### src/rtl/stt_pkg.sv
// Package for the session timer table: operation codes, status codes, widths
// and the command record passed from front end to back end. No dependencies.
package stt_pkg;

    localparam int MaxTimers = 32;
    localparam int IdxW      = $clog2(MaxTimers);
    localparam int TickW     = 48;
    localparam int TpsW      = 10;
    localparam int TmoW      = 24;
    localparam int SesW      = 32;
    localparam int TypW      = 8;
    localparam int CntW      = 6;
    localparam int EntW      = SesW + TypW + TickW;

    typedef enum logic [1:0] {
        OP_ADD    = 2'd0,
        OP_CANCEL = 2'd1,
        OP_CALL   = 2'd2,
        OP_TICK   = 2'd3
    } op_t;

    typedef enum logic [1:0] {
        ST_OK       = 2'd0,
        ST_REJECT   = 2'd1,
        ST_NOTFOUND = 2'd2
    } status_t;

    typedef enum logic [2:0] {
        BK_IDLE,
        BK_MUL,
        BK_SCAN,
        BK_CHECK,
        BK_DONE
    } bk_state_t;

    typedef struct packed {
        op_t             op;
        logic [SesW-1:0] session;
        logic [TypW-1:0] ttype;
        logic [TmoW-1:0] tmo;
    } cmd_t;

endpackage

### src/rtl/stt_ram.sv
// Generic single-port-write, one-read RAM with registered read data.
// No dependencies.
module stt_ram #(
    parameter int Width = 8,
    parameter int Depth = 32
) (
    input  logic                     clk,
    input  logic                     we,
    input  logic [$clog2(Depth)-1:0] waddr,
    input  logic [Width-1:0]         wdata,
    input  logic [$clog2(Depth)-1:0] raddr,
    output logic [Width-1:0]         rdata
);

    logic [Width-1:0] mem [Depth];

    always_ff @(posedge clk)
    begin
        if (we)
        begin
            mem[waddr] <= wdata;
        end
        rdata <= mem[raddr];
    end

endmodule

### src/rtl/stt_front.sv
// Front end: takes commands, holds them in a two-entry queue for the back end.
// Depends on stt_pkg.
module stt_front (
    input  logic          clk,
    input  logic          rst_n,
    input  logic          push,
    input  stt_pkg::cmd_t push_cmd,
    output logic          full,
    input  logic          pop,
    output logic          not_empty,
    output stt_pkg::cmd_t head
);

    stt_pkg::cmd_t q_reg [2];
    logic          rd_reg, rd_next;
    logic          wr_reg, wr_next;
    logic [1:0]    cnt_reg, cnt_next;

    assign full      = (cnt_reg == 2'd2);
    assign not_empty = (cnt_reg != 2'd0);
    assign head      = q_reg[rd_reg];

    always_comb
    begin
        rd_next  = pop ? ~rd_reg : rd_reg;
        wr_next  = push ? ~wr_reg : wr_reg;
        cnt_next = cnt_reg + {1'b0, push} - {1'b0, pop};
    end

    always_ff @(posedge clk)
    begin
        if (push)
        begin
            q_reg[wr_reg] <= push_cmd;
        end
    end

    always_ff @(posedge clk or negedge rst_n)
    begin
        if (!rst_n)
        begin
            rd_reg  <= 1'b0;
            wr_reg  <= 1'b0;
            cnt_reg <= 2'd0;
        end
        else
        begin
            rd_reg  <= rd_next;
            wr_reg  <= wr_next;
            cnt_reg <= cnt_next;
        end
    end

endmodule

### src/rtl/stt_back.sv
// Back end: scans the table one entry a cycle for cancel, cancel-all and tick.
// Depends on stt_pkg and stt_ram.
module stt_back (
    input  logic                     clk,
    input  logic                     rst_n,
    input  logic                     cmd_valid,
    input  stt_pkg::cmd_t            cmd,
    output logic                     cmd_pop,
    input  logic [stt_pkg::TpsW-1:0] tps,
    output logic                     active,
    output logic                     strobe,
    output logic                     result_kind,
    output logic [1:0]               status,
    output logic [31:0]              expired_session,
    output logic [7:0]               expired_kind,
    output logic [5:0]               removed_count,
    output logic                     last
);

    localparam int N  = stt_pkg::MaxTimers;
    localparam int IW = stt_pkg::IdxW;
    localparam int TW = stt_pkg::TickW;
    localparam int TpsW_l = stt_pkg::TpsW;

    stt_pkg::bk_state_t state_reg, state_next;
    stt_pkg::cmd_t      cur_reg;
    logic [N-1:0]       valid_reg, valid_next;
    logic [TW-1:0]      now_reg, now_next;
    logic [TW-1:0]      prod_reg;
    logic [IW:0]        idx_reg, idx_next;
    logic [IW:0]        cnt_reg, cnt_next;
    logic               found_reg, found_next;
    logic [IW-1:0]      slot_reg, slot_next;
    logic               pend_reg, pend_next;
    logic [stt_pkg::SesW-1:0] pses_reg;
    logic [stt_pkg::TypW-1:0] ptyp_reg;
    logic               load;

    logic                     we;
    logic [IW-1:0]            raddr;
    logic [stt_pkg::EntW-1:0] wdata, rdata;
    logic [stt_pkg::SesW-1:0] r_ses;
    logic [stt_pkg::TypW-1:0] r_typ;
    logic [TW-1:0]            r_exp, diff;
    logic                     hit, due;
    logic [TpsW_l-1:0]        tps_eff;
    logic [stt_pkg::TmoW+TpsW_l-1:0] prod_w;
    logic [IW-1:0]            prev_idx;

    stt_ram #(.Width(stt_pkg::EntW), .Depth(N)) u_ram (
        .clk   (clk),
        .we    (we),
        .waddr (slot_reg),
        .wdata (wdata),
        .raddr (raddr),
        .rdata (rdata)
    );

    assign {r_ses, r_typ, r_exp} = rdata;
    assign tps_eff = (tps == '0) ? TpsW_l'(1) : tps;
    assign prod_w  = cur_reg.tmo * tps_eff;
    assign wdata   = {cur_reg.session, cur_reg.ttype, now_reg + prod_reg};
    assign raddr   = idx_reg[IW-1:0];
    assign diff    = now_reg - r_exp;
    assign due     = (diff[TW-1] == 1'b0);
    assign active  = (state_reg != stt_pkg::BK_IDLE);

    // entry examined this cycle is the one addressed last cycle
    assign prev_idx = IW'(idx_reg - 1'b1);

    always_comb
    begin
        unique case (cur_reg.op)
            stt_pkg::OP_CANCEL: hit = valid_reg[prev_idx] && r_ses == cur_reg.session
                                      && r_typ == cur_reg.ttype;
            stt_pkg::OP_CALL:   hit = valid_reg[prev_idx] && r_ses == cur_reg.session;
            stt_pkg::OP_TICK:   hit = valid_reg[prev_idx] && due;
            default:            hit = 1'b0;
        endcase
    end

    always_comb
    begin
        state_next = state_reg;
        load       = 1'b0;
        unique case (state_reg)
            stt_pkg::BK_IDLE:
                if (cmd_valid)
                begin
                    load       = 1'b1;
                    state_next = (cmd.op == stt_pkg::OP_ADD) ? stt_pkg::BK_MUL
                                                             : stt_pkg::BK_SCAN;
                end
            stt_pkg::BK_MUL:   state_next = stt_pkg::BK_DONE;
            stt_pkg::BK_SCAN:  state_next = stt_pkg::BK_CHECK;
            stt_pkg::BK_CHECK:
                if (idx_reg == (IW+1)'(N) || (cur_reg.op == stt_pkg::OP_CANCEL && hit))
                    state_next = stt_pkg::BK_DONE;
            stt_pkg::BK_DONE:  state_next = stt_pkg::BK_IDLE;
            default:           state_next = stt_pkg::BK_IDLE;
        endcase
    end

    assign cmd_pop = load;

    always_comb
    begin
        valid_next = valid_reg;
        now_next   = now_reg;
        idx_next   = idx_reg;
        cnt_next   = cnt_reg;
        found_next = found_reg;
        slot_next  = slot_reg;
        pend_next  = pend_reg;
        we         = 1'b0;
        unique case (state_reg)
            stt_pkg::BK_IDLE:
            begin
                idx_next   = '0;
                cnt_next   = '0;
                slot_next  = '0;
                for (int i = N - 1; i >= 0; i--)
                    if (!valid_reg[i]) slot_next = IW'(i);
                found_next = (cmd.op == stt_pkg::OP_ADD) && !(&valid_reg);
                if (load && cmd.op == stt_pkg::OP_TICK)
                    now_next = now_reg + 1'b1;
            end
            stt_pkg::BK_SCAN:  idx_next = idx_reg + 1'b1;
            stt_pkg::BK_CHECK:
            begin
                idx_next = idx_reg + 1'b1;
                if (hit)
                begin
                    valid_next[prev_idx] = 1'b0;
                    cnt_next             = cnt_reg + 1'b1;
                    found_next           = 1'b1;
                    if (cur_reg.op == stt_pkg::OP_TICK)
                        pend_next = 1'b1;
                end
            end
            stt_pkg::BK_DONE:
            begin
                pend_next = 1'b0;
                if (cur_reg.op == stt_pkg::OP_ADD && cur_reg.tmo != '0 && found_reg)
                begin
                    we                   = 1'b1;
                    valid_next[slot_reg] = 1'b1;
                end
            end
            default: ;
        endcase
    end

    // hold one expiry notice until the next hit or the end of the scan marks it
    always_comb
    begin
        strobe          = 1'b0;
        result_kind     = 1'b0;
        status          = stt_pkg::ST_OK;
        expired_session = '0;
        expired_kind    = '0;
        removed_count   = '0;
        last            = 1'b0;
        if (state_reg == stt_pkg::BK_CHECK && cur_reg.op == stt_pkg::OP_TICK
            && hit && pend_reg)
        begin
            strobe          = 1'b1;
            result_kind     = 1'b1;
            expired_session = pses_reg;
            expired_kind    = ptyp_reg;
        end
        else if (state_reg == stt_pkg::BK_DONE && pend_reg)
        begin
            strobe          = 1'b1;
            result_kind     = 1'b1;
            expired_session = pses_reg;
            expired_kind    = ptyp_reg;
            last            = 1'b1;
        end
        else if (state_reg == stt_pkg::BK_DONE && cur_reg.op != stt_pkg::OP_TICK)
        begin
            strobe = 1'b1;
            last   = 1'b1;
            unique case (cur_reg.op)
                stt_pkg::OP_ADD:
                    status = (cur_reg.tmo == '0 || !found_reg) ? stt_pkg::ST_REJECT
                                                                 : stt_pkg::ST_OK;
                stt_pkg::OP_CANCEL:
                    status = found_reg ? stt_pkg::ST_OK : stt_pkg::ST_NOTFOUND;
                stt_pkg::OP_CALL:
                    removed_count = 6'(cnt_reg);
                default: ;
            endcase
        end
    end

    always_ff @(posedge clk)
    begin
        if (load)
        begin
            cur_reg <= cmd;
        end
        prod_reg <= TW'(prod_w);
        if (state_reg == stt_pkg::BK_CHECK && hit)
        begin
            pses_reg <= r_ses;
            ptyp_reg <= r_typ;
        end
    end

    always_ff @(posedge clk or negedge rst_n)
    begin
        if (!rst_n)
        begin
            state_reg <= stt_pkg::BK_IDLE;
            valid_reg <= '0;
            now_reg   <= '0;
            idx_reg   <= '0;
            cnt_reg   <= '0;
            found_reg <= 1'b0;
            slot_reg  <= '0;
            pend_reg  <= 1'b0;
        end
        else
        begin
            state_reg <= state_next;
            valid_reg <= valid_next;
            now_reg   <= now_next;
            idx_reg   <= idx_next;
            cnt_reg   <= cnt_next;
            found_reg <= found_next;
            slot_reg  <= slot_next;
            pend_reg  <= pend_next;
        end
    end

endmodule

### src/rtl/session_timer_table.sv
// Session timer table: top level joining command queue and table back end.
// Depends on stt_pkg, stt_front, stt_back.
// An add goes through the multiply and done states; cancel, cancel-all and tick first
// scan the table, and a cancel stops at its first match. Commands run one at a time.
// Reset empties the table, zeroes the tick count and sets ticks_per_second to 10.
// Results are strobed for one cycle; the receiver cannot stall.
module session_timer_table (
    input  logic        clk,
    input  logic        rst_n,
    input  logic        start,
    output logic        busy,
    input  logic [1:0]  kind,
    input  logic [31:0] session,
    input  logic [7:0]  timer_kind,
    input  logic [23:0] timeout_seconds,
    input  logic        cfg_valid,
    output logic        cfg_ready,
    input  logic [9:0]  cfg_data,
    output logic        strobe,
    output logic        result_kind,
    output logic [1:0]  status,
    output logic [31:0] expired_session,
    output logic [7:0]  expired_kind,
    output logic [5:0]  removed_count,
    output logic        last
);

    logic [stt_pkg::TpsW-1:0] tps_reg;
    stt_pkg::cmd_t            in_cmd, head;
    logic                     full, not_empty, pop, active, push;

    assign cfg_ready = 1'b1;
    assign busy      = full;
    assign push      = start && !busy;
    assign in_cmd    = '{op: stt_pkg::op_t'(kind), session: session,
                         ttype: timer_kind, tmo: timeout_seconds};

    always_ff @(posedge clk or negedge rst_n)
    begin
        if (!rst_n)
        begin
            tps_reg <= stt_pkg::TpsW'(10);
        end
        else if (cfg_valid && cfg_ready)
        begin
            tps_reg <= cfg_data;
        end
    end

    stt_front u_front (
        .clk       (clk),
        .rst_n     (rst_n),
        .push      (push),
        .push_cmd  (in_cmd),
        .full      (full),
        .pop       (pop),
        .not_empty (not_empty),
        .head      (head)
    );

    stt_back u_back (
        .clk             (clk),
        .rst_n           (rst_n),
        .cmd_valid       (not_empty),
        .cmd             (head),
        .cmd_pop         (pop),
        .tps             (tps_reg),
        .active          (active),
        .strobe          (strobe),
        .result_kind     (result_kind),
        .status          (status),
        .expired_session (expired_session),
        .expired_kind    (expired_kind),
        .removed_count   (removed_count),
        .last            (last)
    );

    a_pop_needs_data: assert property (@(posedge clk) disable iff (!rst_n)
        pop |-> not_empty)
        else $error("pop from empty queue");

    a_pop_only_idle: assert property (@(posedge clk) disable iff (!rst_n)
        pop |-> !active)
        else $error("command taken while back end busy");

    a_last_ends: assert property (@(posedge clk) disable iff (!rst_n)
        (strobe && last && result_kind == 1'b0) |=> !strobe)
        else $error("result after final response");

endmodule

### config.mk
export PLATFORM = sky130hd
export DESIGN_NAME = session_timer_table
export DESIGN_NICKNAME = d
export VERILOG_FILES = /design/src/rtl/stt_pkg.sv /design/src/rtl/stt_ram.sv /design/src/rtl/stt_front.sv /design/src/rtl/stt_back.sv /design/src/rtl/session_timer_table.sv
export SDC_FILE = /design/constraint.sdc
export NUM_CORES = 2
export LEC_CHECK = 0
export BUFFER_PORTS_ARGS = -buffer_cell sky130_fd_sc_hd__buf_2
export CAP_MARGIN = 5
export CELL_PAD_IN_SITES_DETAIL_PLACEMENT = 0
export CELL_PAD_IN_SITES_GLOBAL_PLACEMENT = 1
export CORE_MARGIN = 3
export CORE_UTILIZATION = 55
export DETAILED_ROUTE_END_ITERATION = 8
export PLACE_DENSITY = 0.76
export SLEW_MARGIN = 20
export SYNTH_ARGS = -nofsm -noshare
export SYNTH_HDL_FRONTEND = slang
export SYNTH_SLANG_ARGS = --single-unit
export TNS_END_PERCENT = 50
### constraint.sdc
create_clock -name clk -period 9.2 [get_ports clk]
set_input_delay 2.76 -clock clk [delete_from_list [all_inputs] [get_ports clk]]
set_output_delay 2.76 -clock clk [all_outputs]
set_load 0.1 [all_outputs]
==> flow_summary_export.csv <==
group,metric,value,unit
detailed_routing,drt_wl_total,331000,um
layout,fillers,16400,
min_path,min_path_type,"flop to flop",
logic_synthesis,yosys_warnings,0,
global_route,grt_pass1_vias,67600,
clock_network,cts_buffers,347,
min_path,min_from,"u_back.u_ram.rdata[62]",
global_route,antenna_found_initial,12,
power_and_ir_drop,p_leak,49.4,nW
die,rows,180,
die,io_pins,133,
logic_synthesis,seq_area_frac_synth,72.3,%
power_and_ir_drop,p_sw,18.9,mW
placed_design,port_buffers,131,
timing,worst_pin_slew,1180,ps
setup_path,cp-start-kind,"flop",
setup_path,arrival,5500,ps
logic_synthesis,yosys_most_used_dff,"edfxtp_1",
power_and_ir_drop,vdd_ir_drop_max,0.962,mV
setup_path,path_max_fanout,52,
logic_synthesis,ys_seq_elements,3292,
detailed_routing,wl_per_cell,32.2,um
global_route,grt_use_total,26.7,%
clock_network,cts_resized,0,
timing,slew-limit-headroom,21.6,%
power_and_ir_drop,p_per_area,361,nW/um^2
global_route,gr-total-overflow,0,
power_and_ir_drop,comb_power_share,38.1,%
logic_synthesis,ys_async_sr_fraction,3.52,%
clock_network,cts_setup_buffers,0,
logic_synthesis,synthCells,6542,
global_route,grt_pass1_wl,480000,um
layout,fin_util,62.4,%
layout,largest_reg_flops,2816,
timing,slew_viol_final,0,
layout,layout_commonest_cell,"edfxtp_1",
setup_path,reg2reg_depth,9,
logic_synthesis,syn_nets,6954,
detailed_routing,final_antenna_net_count,0,
setup_path,cp_data_required_time,6440,ps
setup_path,reg2reg_from,"u_back.cur_reg[34]",
layout,final_cell_mix,"3054 x edfxtp_1, 888 x mux4_2, 352 x clkbuf_16",
clock_network,clock_latency,970,ps
clock_network,cts_hold_buffers,0,
setup_path,crit_start,"u_back.idx_reg[1]",
layout,area_delta_synth_final,12.3,%
clock_network,cts_num_sinks,3292,
clock_network,clk_pin_slew_worst_paths,60,ps
logic_synthesis,synth_top_area_share,68.3,%
timing,max_freq,121,MHz
layout,layout.nets,7261,
logic_synthesis,netlist_area,134000,um^2
placed_design,place_hpwl,172000,um
clock_network,clockBufferDepth,4,
detailed_routing,drtPass1Iterations,5,
power_and_ir_drop,seq_power_share,36.9,%
run,cap_violations,0,
detailed_routing,drt_iter0_drc,7718,
die,die_area,250000,um^2
power_and_ir_drop,p_sw_share,34.7,%
setup_path,worstSetupEndpoint,"expired_session[19]",
setup_path,crit_type,"flop to primary output",
clock_network,clockRootBuffer,"clkbuf_16",
timing,min_period_over_period,89.7,%
logic_synthesis,synth.distinct_cells,91,
die,die_w,500,um
power_and_ir_drop,power_frac_clock,25.0,%
placed_design,gp_congestion,0.862,
setup_path,end_kind,"primary output",
detailed_routing,route.detailed.drc,0,
timing,finalHoldViolations,0,
clock_network,cts_tree,"yes",
timing,period_needed,8260,ps
clock_network,cts_max_level,5,
setup_path,rrSetupSlack,2590,ps
logic_synthesis,synth.top_cells.by_area,"edfxtp_1 68%, mux4_2 15%, fa_1 2.6%, dfrtp_1 2.1%, dfxtp_1 1.8%",
detailed_routing,routed_via_density,6.43,
global_route,grt_max_degree,147,
power_and_ir_drop,power.total,54.5,mW
outcome,outcome,"completed",
timing,setup_violations,0,
logic_synthesis,synth-edff-count,3054,
logic_synthesis,post-synth-top-area-cell,"edfxtp_1",
layout,drive_above_1_share,27.1,%
setup_path,r2r_end,"u_back.valid_reg[15]",
die,core_area,242000,um^2
timing,skew,92.2,ps
die,initial_core_util,55.6,%
power_and_ir_drop,internal_power,35.6,mW
logic_synthesis,synth.avg_cell_area,20.5,um^2
timing,rsz0062_at_grt,"false",
detailed_routing,num_vias,66300,
die,die_h,500,um
timing,fin_tns_setup,0,ps
[logic make-up (layout without fill, tap and decap cells)]
kind of cell	Yosys count	in the layout	share of synthesized area [%]
flip-flops	3292	3292	72.3
multiplexers	1055	1055	16.3
AND/OR/NAND/NOR	763	763	2.84
buffers and inverters	579	1157	1.70
AO/OA/AOI/OAI	355	355	1.78
adder cells (fa/ha/maj)	332	332	4.07
XOR/XNOR	165	165	1.08
other	1	5	0.00279
[per-layer routing]
metal | GRT usage [%] | up-vias | part of all wire, %
met2 | 43.7 | 3143 | 50
li1 | - | 26900 | -
met5 | 0 | - | 0.0063
met1 | 38.1 | 35700 | 39
met4 | 7.53 | 4 | 2.9
met3 | 4.10 | 538 | 8.2
[Yosys cell counts (15+ instances only)]
master and n:
a21oi_1 96, dfxtp_1 122, a31oi_1 23, mux2_2 163, nand3_1 33, inv_1 274
clkbuf_1 207, a211oi_1 15, xor2_1 88, and2_1 152, o21ai_0 60, and3_1 20
ha_1 157, nor2_1 153, edfxtp_1 3054, dfrtp_1 114, nand2_1 239, nor3_1 26
mux4_2 888, nor4_1 25, fa_1 175, nor2b_1 15, xnor2_1 77, nand4_1 34
buf_1 34, a21o_1 53, buf_2 54
[critical path: stages (launching register included)]
cell,delay [ps]
dfrtp_4,970
inv_1,200
ha_1,370
xnor2_1,640
nor2_1,120
nor2_1,140
o32a_1,150
o2111a_1,310
o2111ai_1,260
a21oi_4,290
buf_4,420
and2_1,210
buf_2,430
[through the flow]
stage	setup WS [ps]	hold slack, ps	area, um^2	std cells
after floorplan	1960	428	134000	6542
after global placement	2060	447	140000	9684
after detailed placement	1910	440	140000	9685
after CTS	883	463	151000	10300
after global routing	692	475	151000	10300
final	944	470	151000	10300
[how the worst min path moves through the flow]
stage                          end  slack, ps  cells after the start
2_1_floorplan   u_back.pses_reg[0]        430                      0
3_3_place_gp   u_back.pses_reg[30]        450                      0
3_5_place_dp   u_back.pses_reg[21]        440                      0
4_1_cts        u_back.pses_reg[16]        460                      0
5_1_grt         u_back.pses_reg[6]        470                      0
6_report        u_back.pses_reg[6]        470                      0
[area by class of cell]
cell class | instances | area, um^2 | share of cell area, %
clock buffer | 446 | 9380 | 6.22
antenna | 4 | 10.0 | 0.00664
multi-input combinational | 2671 | 35800 | 23.7
inverter | 277 | 1050 | 0.696
tap | 3185 | 3990 | 2.64
timing repair buffer | 260 | 1890 | 1.25
clock inverter | 174 | 1690 | 1.12
sequential | 3292 | 97100 | 64.4
[power groups by stage]
stage	Clock (mW)	Combinational (mW)	Sequential, mW
finish	13.6	20.8	20.1
global placement	0	20.7	20.3
floorplan	0	15.1	19.6
CTS	13.8	21.0	20.1
global route	14.4	22.9	20.2
detailed placement	0	20.9	20.4
(Power assumes the default switching activity.)
